[src/assert_macros.svh]
// assertion helpers shared by the rtl
`ifndef ASSERT_MACROS_SVH
`define ASSERT_MACROS_SVH

`ifndef SYNTHESIS
// condition holds in the same cycle as the trigger
`define ASSERT_SAME(label, clk, rst_n, ante, cons) \
    label: assert property (@(posedge clk) disable iff (!rst_n) (ante) |-> (cons)) \
        else $error("assertion failed");
// condition holds in the cycle after the trigger
`define ASSERT_NEXT(label, clk, rst_n, ante, cons) \
    label: assert property (@(posedge clk) disable iff (!rst_n) (ante) |=> (cons)) \
        else $error("assertion failed");
`else
`define ASSERT_SAME(label, clk, rst_n, ante, cons)
`define ASSERT_NEXT(label, clk, rst_n, ante, cons)
`endif

`endif

[src/bbt_pkg.sv]
package bbt_pkg;

    localparam int MAX_WIDTH_DEF = 1024;
    localparam int MAX_HEIGHT    = 4096;

    // widths fixed by the register and field formats
    localparam int XW      = 11;
    localparam int HW      = 13;
    localparam int YW      = 14;
    localparam int CFG_IW  = 2;
    localparam int CFG_DW  = 13;
    localparam int CH_W    = 8;
    localparam int PIX_W   = 3 * CH_W;
    localparam int SUM_W   = 12;
    localparam int NUM_W   = 13;
    localparam int CNT_W   = 4;
    localparam int RCP_W   = 18;
    localparam int RCP_SH  = 18;
    localparam int PROD_W  = RCP_SH + CH_W;
    localparam int LANES   = 3;

    localparam logic [CFG_IW-1:0] REG_IMAGE_WIDTH  = 2'd0;
    localparam logic [CFG_IW-1:0] REG_IMAGE_HEIGHT = 2'd1;

    localparam logic [XW-1:0] WIDTH_RESET  = 11'd1024;
    localparam logic [HW-1:0] HEIGHT_RESET = 13'd1024;

    typedef enum logic [2:0] {
        ST_IDLE,
        ST_READ,
        ST_SUM,
        ST_MUL,
        ST_OUT
    } bbt_state_t;

    // which parts of the 3x3 window take part in one average
    typedef struct packed {
        logic             emit;
        logic             top;
        logic             bot;
        logic             left;
        logic             right;
        logic [CNT_W-1:0] count;
        logic             frame_end;
    } bbt_ctrl_t;

    function automatic logic [CNT_W-1:0] count_of(input logic top, input logic bot,
                                                  input logic left, input logic right);
        logic [1:0] rows;
        logic [1:0] cols;
        rows = 2'd1 + {1'b0, top} + {1'b0, bot};
        cols = 2'd1 + {1'b0, left} + {1'b0, right};
        return CNT_W'(rows * cols);
    endfunction

    // ceil(2^18 / (2*count)), exact floor division for 13-bit numerators
    function automatic logic [RCP_W-1:0] recip_of(input logic [CNT_W-1:0] count);
        logic [RCP_W-1:0] m;
        case (count)
            4'd1:    m = 18'd131072;
            4'd2:    m = 18'd65536;
            4'd3:    m = 18'd43691;
            4'd4:    m = 18'd32768;
            4'd6:    m = 18'd21846;
            4'd9:    m = 18'd14564;
            default: m = 18'd131072;
        endcase
        return m;
    endfunction

endpackage

[src/bbt_merge.sv]
module bbt_merge (
    input  logic                                     aclk,
    input  logic                                     aresetn,
    input  logic                                     load,
    input  logic [bbt_pkg::LANES-1:0][bbt_pkg::CH_W-1:0] lane_avg,
    input  logic                                     frame_end,
    output logic                                     free,
    output logic                                     m_tvalid,
    input  logic                                     m_tready,
    output logic [bbt_pkg::PIX_W-1:0]                m_tdata,
    output logic                                     m_tlast
);

    import bbt_pkg::*;

    logic             valid_reg;
    logic [PIX_W-1:0] data_reg;
    logic             last_reg;

    assign free = !valid_reg || m_tready;

    always_ff @(posedge aclk) begin
        if (!aresetn) begin
            valid_reg <= 1'b0;
        end else if (load) begin
            valid_reg <= 1'b1;
        end else if (m_tready) begin
            valid_reg <= 1'b0;
        end
    end

    // red in the low byte, then green, then blue
    always_ff @(posedge aclk) begin
        if (load) begin
            data_reg <= {lane_avg[2], lane_avg[1], lane_avg[0]};
            last_reg <= frame_end;
        end
    end

    assign m_tvalid = valid_reg;
    assign m_tdata  = data_reg;
    assign m_tlast  = last_reg;

endmodule

[config.mk]
export PLATFORM = sky130hd
export DESIGN_NAME = bbt_merge
export DESIGN_NICKNAME = d
export VERILOG_FILES = /design/src/assert_macros.svh /design/src/bbt_pkg.sv /design/src/bbt_merge.sv
export SDC_FILE = /design/constraint.sdc
export NUM_CORES = 1
export LEC_CHECK = 0
export BUFFER_PORTS_ARGS = -buffer_cell sky130_fd_sc_hd__buf_2
export CAP_MARGIN = 20
export CORE_MARGIN = 5
export CORE_UTILIZATION = 39
export DETAILED_ROUTE_END_ITERATION = 8
export PLACE_DENSITY = 0.8
export SYNTH_ARGS = -nofsm -noshare
export SYNTH_HDL_FRONTEND = slang
export SYNTH_SLANG_ARGS = --single-unit
[constraint.sdc]
create_clock -name aclk -period 0.8 [get_ports aclk]
set_input_delay 0 -clock aclk [delete_from_list [all_inputs] [get_ports aclk]]
set_output_delay 0 -clock aclk [all_outputs]
set_load 0.01 [all_outputs]
## Word-level counts from Yosys, hierarchy flattened

Index checks and enable logic that the tools add are counted.

| word-level totals | value |
|---|---|
| register bits | 26 |

| cells by class | value |
|---|---|
| multiplexer cells | 2 |
| reduce and logical (&&, ||, !) cells | 3 |

Operator list:

| cell | count |
|---|---|
| two-way mux 1 bit | 2 |
| nonzero test 2 bit | 1 |
| zero test 1 bit | 1 |
| logical OR 1 bit | 1 |

## Logic depth before layout (Yosys ltp)

| logic depth | value |
|---|---|
| depth in word-level cells | 2 |
| gate-level depth with buffers | 2 |
| gate-level depth less buffers | 2 |

## Worst setup path after synthesis

No wires, ideal clock.

| timing path | value |
|---|---|
| path type | reg-to-reg |
| start point | register, netlist name m_tvalid |
| end point | register valid_reg, in the netlist m_tvalid |
| setup slack | 136 ps |
| cell stages (with the launch flop) | 3 |
| buffers on the path | 0 |
| arrival time | 598 ps |
| setup time | 66 ps |
| data required time | 734 ps |
| cell sequence | dfxtp_1 -> nand2b_4 -> a21boi_2 |

RTL lines:

| what | RTL line | source |
|---|---|---|
| to (signal assigned) | bbt_merge.sv:24 | `valid_reg <= 1'b0;` |
| to (signal assigned) | bbt_merge.sv:26 | `valid_reg <= 1'b1;` |
| to (signal assigned) | bbt_merge.sv:28 | `valid_reg <= 1'b0;` |
| to (decl) | bbt_merge.sv:16 | `logic valid_reg;` |

## Worst setup path in the final report

| timing path | value |
|---|---|
| start point | register valid_reg, in the netlist m_tvalid |
| end point | output port free |

| on the way | value |
|---|---|
| longest elaborated chain between the ends | 2 |

Ends and longest elaborated chain:

| what | RTL line | source |
|---|---|---|
| zero test 1 bit | bbt_merge.sv:20 | `assign free = !valid_reg \|\| m_tready;` |
| logical OR 1 bit | bbt_merge.sv:20 |  |
| to (decl) | bbt_merge.sv:7 | `output logic free,` |

Every way passes these cells.

==> results.ini <==
[synthesis]
syn-mean-instance-area_um2=27.6
synth_nets=58
syn_inst=29
yosysTopAreaCell=edfxtp_1
yosys.area.top_type_share=0.939
synth.area.top_cells=edfxtp_1, dfxtp_1, nand2b_4, a21boi_2, inv_1
yosysSeqAreaShare=0.964
yosysUniqueCellTypes=5
ys_warn_count=0
ys_ff_latch=26
syn_area_um2=800

[timing]
setup_tns_ns=-0.963
hold_viol_final=0
holdWs_ns=0.0545
min_period_ns=0.868
setup_violations=26
rsz0062_at_grt=true
finClkSkew_ns=0
fmax_mhz=1150
period_share=1.08
relSlewSlack=0.912
fin_ws_ns=-0.0679
slew_violations=0
tightest_slew_ns=0.132

[floorplanning]
die_h_um=55.3
initial_core_util=0.408
coreArea_um2=1960
ios=56
fp-row-count=16
die_width_um=55.3
dieArea_um2=3060

[detailed_routing]
post_drt_via_cell_ratio=4.33
dr.first_iter.drc_count=8
ant_nets=0
routed_wl_mm=2.22
post_drt_wl_per_cell_um=15.5
drc=0
first_pass_iters=4
vias=619

[outcome]
status=finished with violations
failed_checks=negative setup slack

[setup_path]
arrival_ns=0.87
critPathCapture=free
ff2ff_setup_slack_ns=0.05
r2r_start=m_tvalid
crit_fanout=2
path_class=reg2out
startpoint_type=flop
end_kind=output pin
r2r_cells=3
crit_start=m_tvalid
crit_required_ns=0.80
r2r-end=m_tvalid

[global_route]
grtUsageMet1=0.164
use_met3=0.0676
track_usage=0.155
globalRouteOverflowTotal=0
grt_pass1_vias=691
grt.busiest_layer=met2
grt_max_degree=27
antenna_found_initial=0
grt_pass1_wl_mm=3.57
grt_util_met2=0.267

[final_layout]
final_layout_size_suffix_gt1_frac=0.543
final_util=0.735
antenna-diode-count=0
fin_area_um2=1440
final_nets=146
stdcell_count=143
area_growth_syn_to_layout_pct=80.4

[clock_network]
clockBufferDepth=2
path_clk_slew_ns=0.13
cts_inserted_buffers=3
cts_sinks=26
htree_num_levels=1
clockRootBuffer=clkbuf_4
clkLatencyLatePin_ns=0.30
cts_tree=yes

[power]
ir_drop_mv=1.39
power_mw=2.56
cellLeakagePower_nw=0.630
power_density_nw_per_um2=1780

[hold_path]
hp-class=in2reg

[placement]
place_inst=112
port_buffers=55
post-place-ws_ns=0.171
place_congestion=0.742
dp_hpwl_mm=1.23
placed_cell_area_um2=1130

[run]
max_cap_viol_count=0

sequential cells by signal, summed over array words and instances, names as in the netlist:
name / count
m_tdata: 24
m_tvalid: 1
m_tlast: 1
where the power goes:
| group | internal, mW | switching [mW] | total [mW] |
|---|---|---|---|
| sequential | 1.61 | 0.0287 | 1.64 |
| combinational | 0.229 | 0.168 | 0.396 |
| clock | 0.182 | 0.346 | 0.528 |
routing by layer:
metal / wire length (um) / up-vias
li1: - / 287
met1: 740 / 279
met2: 1150 / 53
met3: 322 / 0
met4: 0 / 0
met5: 0 / -
layout make-up:
type / instances / area, um2
sequential: 26 / 772
multi-input combinational: 2 / 25.0
clock buffer: 3 / 22.5
tap: 27 / 33.8
timing repair buffer: 83 / 582
fill: 138 / 519
clock inverter: 1 / 3.75
inverter: 1 / 3.75
logic make-up (layout without fill, tap and decap cells):
family,after synthesis,count (layout),share of synthesized area
and+or+nand+nor,1,1,0.0172
DFF,26,26,0.964
AOI/OAI and AO/OA,1,1,0.0141
buffers and inverters,1,88,0.00469
worst min-delay path by stage:
stage	end	depth (start not counted)	from	slack, ns
4_1_cts	m_tvalid	4	m_tready	0.04
3_3_place_gp	m_tdata[3]	1	lane_avg[3]	0.18
6_report	m_tvalid	4	m_tready	0.05
5_1_grt	m_tvalid	4	m_tready	0.05
2_1_floorplan	m_tdata[0]	0	lane_avg[0]	0.1
3_5_place_dp	m_tlast	1	frame_end	0.18
synthesized netlist by cell type:
library cell  count
edfxtp_1         25
inv_1             1
a21boi_2          1
dfxtp_1           1
nand2b_4          1
worst max-delay path: stages, from the launching register on:
cell and delay [ns]:
dfxtp_2 0.38, nand2b_4 0.06, buf_6 0.12
what timing repair did:
| action | 4_1_cts | 5_1_grt |
|---|---|---|
| buffers inserted | 1 | 0 |
| hold buffers | 26 | 0 |
| resized for setup | 2 | 2 |
| setup endpoints to repair | 27 | 27 |
| hold endpoints to repair | 26 | 0 |
cells in the final DEF, fill, tap and decap left out:
master	n
buf_6	3
buf_12	1
dlygate4sd3_1	26
clkbuf_4	3
dfxtp_2	1
inv_1	1
a21boi_2	1
nand2b_4	1
buf_2	52
edfxtp_1	25
buf_4	1
clkinv_1	1
Power figures use the tool's default switching activity.
