[src/assert_macros.svh]
// assertion helpers shared by the rtl
`ifndef ASSERT_MACROS_SVH
`define ASSERT_MACROS_SVH

`ifndef SYNTHESIS
// condition holds in the same cycle as the trigger
`define ASSERT_SAME(label, clk, rst_n, ante, cons) \
    label: assert property (@(posedge clk) disable iff (!rst_n) (ante) |-> (cons)) \
        else $error("assertion failed");
// condition holds in the cycle after the trigger
`define ASSERT_NEXT(label, clk, rst_n, ante, cons) \
    label: assert property (@(posedge clk) disable iff (!rst_n) (ante) |=> (cons)) \
        else $error("assertion failed");
`else
`define ASSERT_SAME(label, clk, rst_n, ante, cons)
`define ASSERT_NEXT(label, clk, rst_n, ante, cons)
`endif

`endif

[src/bbt_pkg.sv]
package bbt_pkg;

    localparam int MAX_WIDTH_DEF = 1024;
    localparam int MAX_HEIGHT    = 4096;

    // widths fixed by the register and field formats
    localparam int XW      = 11;
    localparam int HW      = 13;
    localparam int YW      = 14;
    localparam int CFG_IW  = 2;
    localparam int CFG_DW  = 13;
    localparam int CH_W    = 8;
    localparam int PIX_W   = 3 * CH_W;
    localparam int SUM_W   = 12;
    localparam int NUM_W   = 13;
    localparam int CNT_W   = 4;
    localparam int RCP_W   = 18;
    localparam int RCP_SH  = 18;
    localparam int PROD_W  = RCP_SH + CH_W;
    localparam int LANES   = 3;

    localparam logic [CFG_IW-1:0] REG_IMAGE_WIDTH  = 2'd0;
    localparam logic [CFG_IW-1:0] REG_IMAGE_HEIGHT = 2'd1;

    localparam logic [XW-1:0] WIDTH_RESET  = 11'd1024;
    localparam logic [HW-1:0] HEIGHT_RESET = 13'd1024;

    typedef enum logic [2:0] {
        ST_IDLE,
        ST_READ,
        ST_SUM,
        ST_MUL,
        ST_OUT
    } bbt_state_t;

    // which parts of the 3x3 window take part in one average
    typedef struct packed {
        logic             emit;
        logic             top;
        logic             bot;
        logic             left;
        logic             right;
        logic [CNT_W-1:0] count;
        logic             frame_end;
    } bbt_ctrl_t;

    function automatic logic [CNT_W-1:0] count_of(input logic top, input logic bot,
                                                  input logic left, input logic right);
        logic [1:0] rows;
        logic [1:0] cols;
        rows = 2'd1 + {1'b0, top} + {1'b0, bot};
        cols = 2'd1 + {1'b0, left} + {1'b0, right};
        return CNT_W'(rows * cols);
    endfunction

    // ceil(2^18 / (2*count)), exact floor division for 13-bit numerators
    function automatic logic [RCP_W-1:0] recip_of(input logic [CNT_W-1:0] count);
        logic [RCP_W-1:0] m;
        case (count)
            4'd1:    m = 18'd131072;
            4'd2:    m = 18'd65536;
            4'd3:    m = 18'd43691;
            4'd4:    m = 18'd32768;
            4'd6:    m = 18'd21846;
            4'd9:    m = 18'd14564;
            default: m = 18'd131072;
        endcase
        return m;
    endfunction

endpackage

[src/bbt_lane.sv]
module bbt_lane (
    input  logic                         aclk,
    input  logic [8:0][bbt_pkg::CH_W-1:0] pix,
    input  bbt_pkg::bbt_ctrl_t           ctrl,
    output logic [bbt_pkg::CH_W-1:0]     avg
);

    import bbt_pkg::*;

    logic [SUM_W-1:0]  sum_next;
    logic [SUM_W-1:0]  sum_reg;
    logic [NUM_W-1:0]  num;
    logic [PROD_W-1:0] prod_reg;
    logic [2:0]        row_en;
    logic [2:0]        col_en;

    // window index is row*3+col, row 0 on top
    always_comb begin
        row_en   = {ctrl.bot, 1'b1, ctrl.top};
        col_en   = {ctrl.right, 1'b1, ctrl.left};
        sum_next = '0;
        for (int i = 0; i < 3; i++) begin
            for (int j = 0; j < 3; j++) begin
                if (row_en[i] && col_en[j]) begin
                    sum_next = sum_next + SUM_W'(pix[i*3+j]);
                end
            end
        end
    end

    // round half up: floor((2*sum + n) / (2*n))
    assign num = {sum_reg, 1'b0} + NUM_W'(ctrl.count);

    always_ff @(posedge aclk) begin
        sum_reg  <= sum_next;
        prod_reg <= PROD_W'(num * recip_of(ctrl.count));
    end

    assign avg = prod_reg[RCP_SH +: CH_W];

endmodule

[config.mk]
export PLATFORM = sky130hd
export DESIGN_NAME = bbt_lane
export DESIGN_NICKNAME = d
export VERILOG_FILES = /design/src/assert_macros.svh /design/src/bbt_pkg.sv /design/src/bbt_lane.sv
export SDC_FILE = /design/constraint.sdc
export NUM_CORES = 1
export LEC_CHECK = 0
export ABC_AREA = 1
export BUFFER_PORTS_ARGS = -buffer_cell sky130_fd_sc_hd__buf_4
export CAP_MARGIN = 20
export CELL_PAD_IN_SITES_DETAIL_PLACEMENT = 0
export CELL_PAD_IN_SITES_GLOBAL_PLACEMENT = 1
export CORE_ASPECT_RATIO = 2
export CORE_MARGIN = 2
export CORE_UTILIZATION = 42
export DETAILED_ROUTE_END_ITERATION = 6
export PLACE_DENSITY = 0.86
export SYNTH_ARGS = -nofsm -noshare
export SYNTH_HDL_FRONTEND = slang
export SYNTH_SLANG_ARGS = --single-unit
[constraint.sdc]
create_clock -name aclk -period 9.63 [get_ports aclk]
set_clock_uncertainty 0.05 [all_clocks]
set_input_delay 1.926 -clock aclk [delete_from_list [all_inputs] [get_ports aclk]]
set_output_delay 1.926 -clock aclk [all_outputs]
set_load 0.01 [all_outputs]
Yosys cells after proc, flatten, opt, wreduce, memory -nomap -nowiden
Index checks and enable logic that the tools add are counted.

Bits in registers: 38. Input bits: 83. Output and inout bits: 8. Logic and storage cells: 30.

Add/sub/neg operators: 9. Multiply operators: 1. Eq/ne operators: 5. Multiplexer cells: 9. Reduce and logical (&&, ||, !) cells: 4.

Operators with widths (count): 18-bit case mux with 5 select lines (1); 12-bit by 8-bit adder with 12-bit output (7); 12-bit 2-to-1 mux (6); 13-bit by 18-bit multiplier with 26-bit output (1); 13-bit by 4-bit adder with 13-bit output (1); 8-bit by 8-bit adder with 9-bit output (1); 9-bit 2-to-1 mux (1); 4-bit by 2-bit equality test with 1-bit output, second input constant (2); 4-bit by 3-bit equality test with 1-bit output, second input constant (2); 8-bit 2-to-1 mux (1); 4-bit equality test, second input constant (1); 1-bit logical AND (4).

Longest topological paths before layout
Gate-level depths: netlist (run 1).

Depth after elaboration: 17. Mapped depth: 56. Depth with buffers taken out: 55.

Worst setup path after synthesis (run 1)
Ideal clock, no wire load.

Path kind: input-to-reg. From: input ctrl[8] (netlist name). To: register sum_reg[11]. Setup time: 0.109 ns. Arrival: 9.553 ns. Data required time: 9.471 ns. Slack: -0.082 ns. Stages: 39. Buffers on the path: 1. Cell sequence: clkbuf_1 nand2_1 nor2_1 ha_1 inv_1 fa_1 nor2_1 fa_1 o21ai_0 fa_1 o21ai_0 inv_1 fa_1 fa_1 or2_2 o21ai_0 inv_1 fa_1 [... 3 more ...] fa_1 o21ai_0 xnor2_1 o21ai_0 ha_1 a21oi_1 o21ai_0 a21o_1 a21oi_1 nor2_1 o21ai_0 nor2_1 nand3_1 inv_1 nand2_1 nand3_1 nand2_1 inv_1.

Word-level cells in the longest chain between the ends: 17. Elaborated cells between the ends (all ways): 18. Classes of those cells: 8 x add/sub; 8 x mux; 2 x reduce/logical.

Ends and longest elaborated chain: start, declared (line bbt_lane.sv:4) `input bbt_pkg::bbt_ctrl_t ctrl,`; 1-bit logical AND (line bbt_lane.sv:24) `if (row_en[i] && col_en[j]) begin`; 8-bit 2-to-1 mux (line bbt_lane.sv:24); 8-bit by 8-bit adder with 9-bit output (line bbt_lane.sv:25) `sum_next = sum_next + SUM_W'(pix[i*3+j]);`; 9-bit 2-to-1 mux (line bbt_lane.sv:24); 12-bit by 8-bit adder with 12-bit output (line bbt_lane.sv:25); 12-bit 2-to-1 mux * (line bbt_lane.sv:24); 12-bit by 8-bit adder with 12-bit output (line bbt_lane.sv:25); 12-bit 2-to-1 mux * (line bbt_lane.sv:24); [... 2 more ...]; 12-bit 2-to-1 mux * (line bbt_lane.sv:24); 12-bit by 8-bit adder with 12-bit output (line bbt_lane.sv:25); 12-bit 2-to-1 mux * (line bbt_lane.sv:24); 12-bit by 8-bit adder with 12-bit output (line bbt_lane.sv:25); 12-bit 2-to-1 mux * (line bbt_lane.sv:24); 12-bit by 8-bit adder with 12-bit output (line bbt_lane.sv:25); 12-bit 2-to-1 mux * (line bbt_lane.sv:24); via sum_next[11] (line bbt_lane.sv:10) `logic [SUM_W-1:0] sum_next;`; end signal, assigned (line bbt_lane.sv:35) `sum_reg <= sum_next;`; end, declared (line bbt_lane.sv:11) `logic [SUM_W-1:0] sum_reg;`.

Mark *: on every way through the listed nets, which the timed path passes. The rest lies on a longest branch.

Final worst setup path (run 1)
From: input ctrl[6] (netlist name). To: register sum_reg[10].

Word-level cells in the longest chain between the ends: 17. Elaborated cells between the ends (all ways): 18. Classes of those cells: 8 x add/sub; 8 x mux; 2 x reduce/logical.

Ends and longest elaborated chain (line): 1-bit logical AND (bbt_lane.sv:24); 8-bit 2-to-1 mux (bbt_lane.sv:24); 8-bit by 8-bit adder with 9-bit output (bbt_lane.sv:25); 9-bit 2-to-1 mux (bbt_lane.sv:24); 12-bit by 8-bit adder with 12-bit output (bbt_lane.sv:25); 12-bit 2-to-1 mux (bbt_lane.sv:24); 12-bit by 8-bit adder with 12-bit output (bbt_lane.sv:25); 12-bit 2-to-1 mux (bbt_lane.sv:24); 12-bit by 8-bit adder with 12-bit output (2 in series) (bbt_lane.sv:25); 12-bit 2-to-1 mux (bbt_lane.sv:24); 12-bit by 8-bit adder with 12-bit output (bbt_lane.sv:25); 12-bit 2-to-1 mux * (bbt_lane.sv:24); 12-bit by 8-bit adder with 12-bit output (bbt_lane.sv:25); 12-bit 2-to-1 mux * (bbt_lane.sv:24); 12-bit by 8-bit adder with 12-bit output (bbt_lane.sv:25); 12-bit 2-to-1 mux * (bbt_lane.sv:24); via sum_next[10] (bbt_lane.sv:10).

Marked as above.

==> results of run 1 <==
## path summary, 6_finish.rpt
path / to / slack, ns / depth (start not counted)
worst min-delay path: prod_reg[25]$_DFF_P_ / 0.91 / 5
worst min register to register: prod_reg[25]$_DFF_P_ / 0.91 / 5
worst max-delay path: sum_reg[10]$_DFF_P_ / 0.40 / 47
worst max register to register: prod_reg[25]$_DFF_P_ / 2.61 / 26
## final cells by class
class / instances / area (µm²)
tap: 280 / 350
clock buffer: 3 / 75.1
antenna: 2 / 5.00
fill: 2182 / 10500
multi-input combinational: 943 / 8320
inverter: 316 / 1190
clock inverter: 1 / 30.0
sequential: 20 / 400
timing repair buffer: 208 / 1560
## cells by family (layout without fill, tap and decap cells)
family / count (synthesis) / after routing / share of synthesized area
AND/OR/NAND/NOR: 440 / 440 / 0.196
buffers and inverters: 325 / 528 / 0.129
adder cells (fa/ha/maj): 277 / 277 / 0.488
AO/OA/AOI/OAI: 173 / 173 / 0.0991
XOR/XNOR: 49 / 49 / 0.0451
flip-flops: 20 / 20 / 0.0420
other: 2 / 6 / 0.000789
## synth_stat cells (all sizes together)
cell	n	area (µm²)
o21ai	72	360
inv	314	1180
buf	3	16.3
nand4	6	37.5
o2111ai	1	8.76
xor2	28	245
nor4	1	6.26
o31ai	4	30.0
a211oi	4	30.0
a21o	6	45.0
o211ai	1	7.51
dfxtp	20	400
nand3	60	330
nor2	113	429
and2	4	25.0
clkbuf	6	22.5
or2	8	50.1
a31o	1	8.76
xnor2	21	184
a221oi	1	8.76
conb	2	7.51
nand2	238	931
fa	158	3160
o21a	2	15.0
o22ai	1	6.26
a31oi	8	50.1
clkinv	2	7.51
nor3	9	50.1
o221ai	2	17.5
nand3b	1	7.51
a21oi	68	340
o21bai	2	15.0
ha	119	1490
## per-layer routing
metal	wire length, µm	track usage
met5	0	0
met3	772	0.0139
met2	13100	0.397
met1	11700	0.289
met4	949	0.0754
## power by group
part	switching, mW	internal, mW	total, mW
combinational	1.23	1.03	2.27
clock	0.0349	0.0826	0.118
sequential	0.0176	0.130	0.148
total	1.29	1.25	2.53
## what timing repair did
action	CTS	global route
hold endpoints to repair	0	0
pin swaps	0	40
buffers inserted	0	18
gates resized for setup	9	98
endpoints found under the setup margin	4	7
## through the flow
| step | instances | TNS (ns) | hold WS, ns | cell area (µm²) | power [mW] |
|---|---|---|---|---|---|
| floorplan | 1288 | 0 | 0.699 | 9530 | 1.54 |
| global placement | 1749 | -0.666 | 0.897 | 11300 | 2.17 |
| detailed placement | 1749 | -1.19 | 0.897 | 11300 | 2.22 |
| CTS | 1753 | 0 | 0.913 | 11400 | 2.37 |
| global route | 1773 | -0.192 | 0.999 | 11900 | 2.84 |
| finish | 1773 | 0 | 0.906 | 11900 | 2.53 |
## critical path: cells and delay by family
| family | cells | cell delay [ns] |
|---|---|---|
| XOR/XNOR | 5 | 0.78 |
| adder cells (fa/ha/maj) | 9 | 2.80 |
| AO/OA/AOI/OAI | 10 | 1.43 |
| buffers and inverters | 8 | 1.00 |
| AND/OR/NAND/NOR | 15 | 1.40 |
==> metrics.cfg, run 1 <==
[worst_hold_path]
hold_class=flop to flop
hold_start=sum_reg[9]$_DFF_P_

[floorplanning]
die_area_um2=24000
pin_count=91
dieHeight_um=217
core-area_um2=22400
die-width_um=110
initial_utilization=0.424
fp-row-count=78

[cts]
cts.sinks=20
cts_buffers=3
clkSlewWorstSetupHoldPaths_ns=0.06
cts-root-buf=clkbuf_16
ctsHtreeMaxLevel=1
cts_tree=yes
cts.path.max_buffers=2
worstSkewPairLatency_ns=0.26
ctsHoldBuffers=0

[global_route]
antenna_found_initial=2
grt_pass1_vias=9171
grt_pass1_wl_um=43500
gr-usage-all-layers=0.224
grt_max_degree=19
grt_overflow=0

[worst_setup_path]
critPathMaxFanout=4
critPathSlowestCell=fa_2
endpoint_kind=flop
crit_path_start=ctrl[6]
arrival_ns=9.33
timing.rr.start=sum_reg[2]$_DFF_P_
cp_slowest_stage_delay_ns=0.54
critical_path_class=input pin to flop
worstSetupStartpointType=input pin
cp.required_ns=9.73

[place]
portBuffers=88
pre_cts_ws_ns=-0.359
gp_congestion=0.917
dp_hpwl_um=23500

[sta]
slew-limit-headroom=0.565
max_freq_ghz=0.108
maxSlewViolCount=0
setup_violations=0
worst-slew-pin-transition_ns=0.650
min_period_ns=9.23
fin_crit_sh=0.959
hold_viol_final=0
fin_ws_ns=0.397

[run_status]
status=complete, no violations

[final_layout]
largest_reg_flops=12
drive_above_1_share=0.213
layout_common_cells=inv_1 (310), nand2_1 (219), buf_4 (208)
post-route-util=0.531
area_growth_pct=25.2
final_common_cell=inv_1
final_net_count=1852

[detailed_routing]
ant_nets=0
viasPerCell=4.94
dr.pass1.iters=6
wl_per_cell_um=15.0
drtIter0Drc=318
post-route-drc-count=0
vias=8763
wl_um=26600

[flow_run]
maxCapViolations=0

[logic_synthesis]
synth-seq-area-share=0.0420
synth_area_per_cell_um2=7.41
ys_types=41
synth.ff_latch_count=20
netlist_instances=1286
syn_area_um2=9520
ys_warn_count=0

[power_and_ir_drop]
p_leak_nw=6.37
power.density_nw_per_um2=212
ir_worst_vdd_v=0.000131

(Power assumes the default switching activity.)
==> run 2: changes to the inputs <==
==> constraint.sdc (replaced) <==
create_clock -name aclk -period 9.63 [get_ports aclk]
set_clock_uncertainty 0.05 [all_clocks]
set_input_delay 0.963 -clock aclk [delete_from_list [all_inputs] [get_ports aclk]]
set_output_delay 0.963 -clock aclk [all_outputs]
set_load 0.01 [all_outputs]
==> run 2 against run 1 <==
  * Cell count is 6.8% lower
  * Setup slack better by 0.42 ns
  * Die area stayed put
  * Register-to-register slack better by 0.11 ns
  * First-iteration DRC count is 8.2% higher
  * Critical path depth is 8 lower
  * Largest cell class unchanged
  * Largest power group unchanged
  * Highest routed layer unchanged
==> metrics.cfg, run 2 (synthesis results as in run 1) <==
[worst_hold_path]
hold_class=flop to flop
holdPathStages=5

[power_and_ir_drop]
p_leak_nw=5.73
intPower_mw=0.950
clock_power_share=0.055
power.density_nw_per_um2=198
pwr-share-seq=0.070
share_comb_of_total_power=0.875
p_sw_frac=0.551
totalPowerFinal_mw=2.11
ir_worst_vdd_v=0.000118
switchingPower_mw=1.16

[worst_setup_path]
rr_worst_depth=26
rrSetupSlack_ns=2.72
cp_common_cell=fa_1
critical_path_class=input pin to flop
critPathMaxFanout=15
worstSetupStartpointType=input pin
cp_slowest_stage_delay_ns=0.59
crit_cells=39
cp_top_family=adder cells
cp.required_ns=9.74
critPathSlowestCell=fa_1
endpoint_kind=flop
cp_num_buf_inv=7
arrival_ns=8.93

[sta]
hold_viol_final=0
worst-slew-pin-transition_ns=0.632
slew-limit-headroom=0.577
fin_crit_sh=0.915
fin_ws_ns=0.820
hold_ws_ns=0.866
max_freq_ghz=0.114
maxSlewViolCount=0
min_period_ns=8.81
setup_violations=0

[detailed_routing]
wl_um=24600
post-route-drc-count=0
dr.pass1.iters=5
drtIter0Drc=344
wl_per_cell_um=14.9
viasPerCell=4.99
vias=8237
ant_nets=0

[cts]
ctsHtreeMaxLevel=1
cts_buffers=3
cts.path.max_buffers=2
cts_tree=yes
clkSlewWorstSetupHoldPaths_ns=0.06
cts-root-buf=clkbuf_16
cts.sinks=20
worstSkewPairLatency_ns=0.26
ctsHoldBuffers=0

[final_layout]
post-route-util=0.476
layout_common_cells=inv_1 (313), nand2_1 (222), fa_1 (158)
antenna_cells=0
largest_reg_flops=12
drive_above_1_share=0.101
nFillCells=2315
area_growth_pct=12.2
final_common_cell=inv_1
final_cells=1652
final_net_count=1733

[floorplanning]
die_area_um2=24000
dieHeight_um=217
initial_utilization=0.424
fp-row-count=78
pin_count=91
die-width_um=110
core-area_um2=22400

[place]
portBuffers=88
place_inst=1647
dp_hpwl_um=22400
pre_cts_ws_ns=0.0650
gp_congestion=0.931

[run_status]
status=complete, no violations

[global_route]
grt_overflow=0
grt_pass1_wl_um=41200
gr-usage-all-layers=0.213
antenna_found_initial=0
grt_max_degree=19
grt_pass1_vias=8584

[flow_run]
maxCapViolations=0

==> run 2: cell count changes in the layout (fill, tap and decap cells not counted), moves of 12 or more <==
cell     change
o21ai_0     +21
a21oi_2     -12
ha_1        +12
o21ai_2     -12
a21oi_1     +13
buf_4      -119
==> run 2: worst reg2reg max path: stages (launching register included) <==
cell,delay [ns]
dfxtp_1,0.30
ha_1,0.33
a21oi_1,0.08
inv_1,0.05
a31oi_1,0.05
or2_2,0.30
nor2_1,0.16
xor2_1,0.40
inv_1,0.21
nor2_1,0.31
inv_1,0.09
fa_1,0.48
inv_1,0.07
fa_1,0.51
inv_1,0.06
fa_1,0.45
fa_1,0.54
inv_1,0.06
fa_1,0.43
ha_1,0.38
nand2_1,0.14
nor4_1,0.50
nand4_1,0.17
nand3_1,0.22
a21o_1,0.18
a31oi_1,0.10
xnor2_1,0.13
==> run 2: metrics by stage <==
step / cell area (µm²) / TNS (ns)
4_1_cts: 10600 / 0
5_1_grt: 10700 / -0.0209
3_3_place_gp: 10500 / 0
3_5_place_dp: 10500 / 0
2_1_floorplan: 9530 / 0
6_report: 10700 / 0
==> run 2: area by class of cell <==
type                            instances  area [µm²]  area share
Clock buffer                            3        75.1     0.00703
Inverter                              316        1190       0.111
Tap cell                              280         350      0.0328
Multi-Input combinational cell        943        7970       0.746
Sequential cell                        20         400      0.0375
Clock inverter                          1        30.0     0.00281
Timing Repair Buffer                   89         668      0.0626
==> run 2: timing repair <==
item	4_1_cts	5_1_grt
buffers inserted	0	1
endpoints found under the setup margin	0	4
gates resized for setup	0	21
==> run 2: path summary, 6_finish.rpt <==
| kind | from | to |
|---|---|---|
| worst min register to register | sum_reg[9]$_DFF_P_ | prod_reg[25]$_DFF_P_ |
| worst max-delay path | ctrl[8] | sum_reg[11]$_DFF_P_ |
| worst max register to register | sum_reg[2]$_DFF_P_ | prod_reg[25]$_DFF_P_ |
| worst min-delay path | sum_reg[9]$_DFF_P_ | prod_reg[25]$_DFF_P_ |
==> run 2: per-layer routing <==
metal,vias up,GRT usage,part of all wire
li1,4138,-,-
met1,3955,0.282,0.45
met2,124,0.387,0.50
met3,20,0.0173,0.031
met4,0,0.0346,0.014
met5,-,0,0
==> run 2: power groups by stage <==
stage	Clock [mW]	Sequential, mW	Combinational, mW
floorplan	0	0.156	1.38
global placement	0	0.150	1.79
detailed placement	0	0.150	1.83
CTS	0.120	0.149	1.85
global route	0.123	0.153	2.13
finish	0.116	0.148	1.85
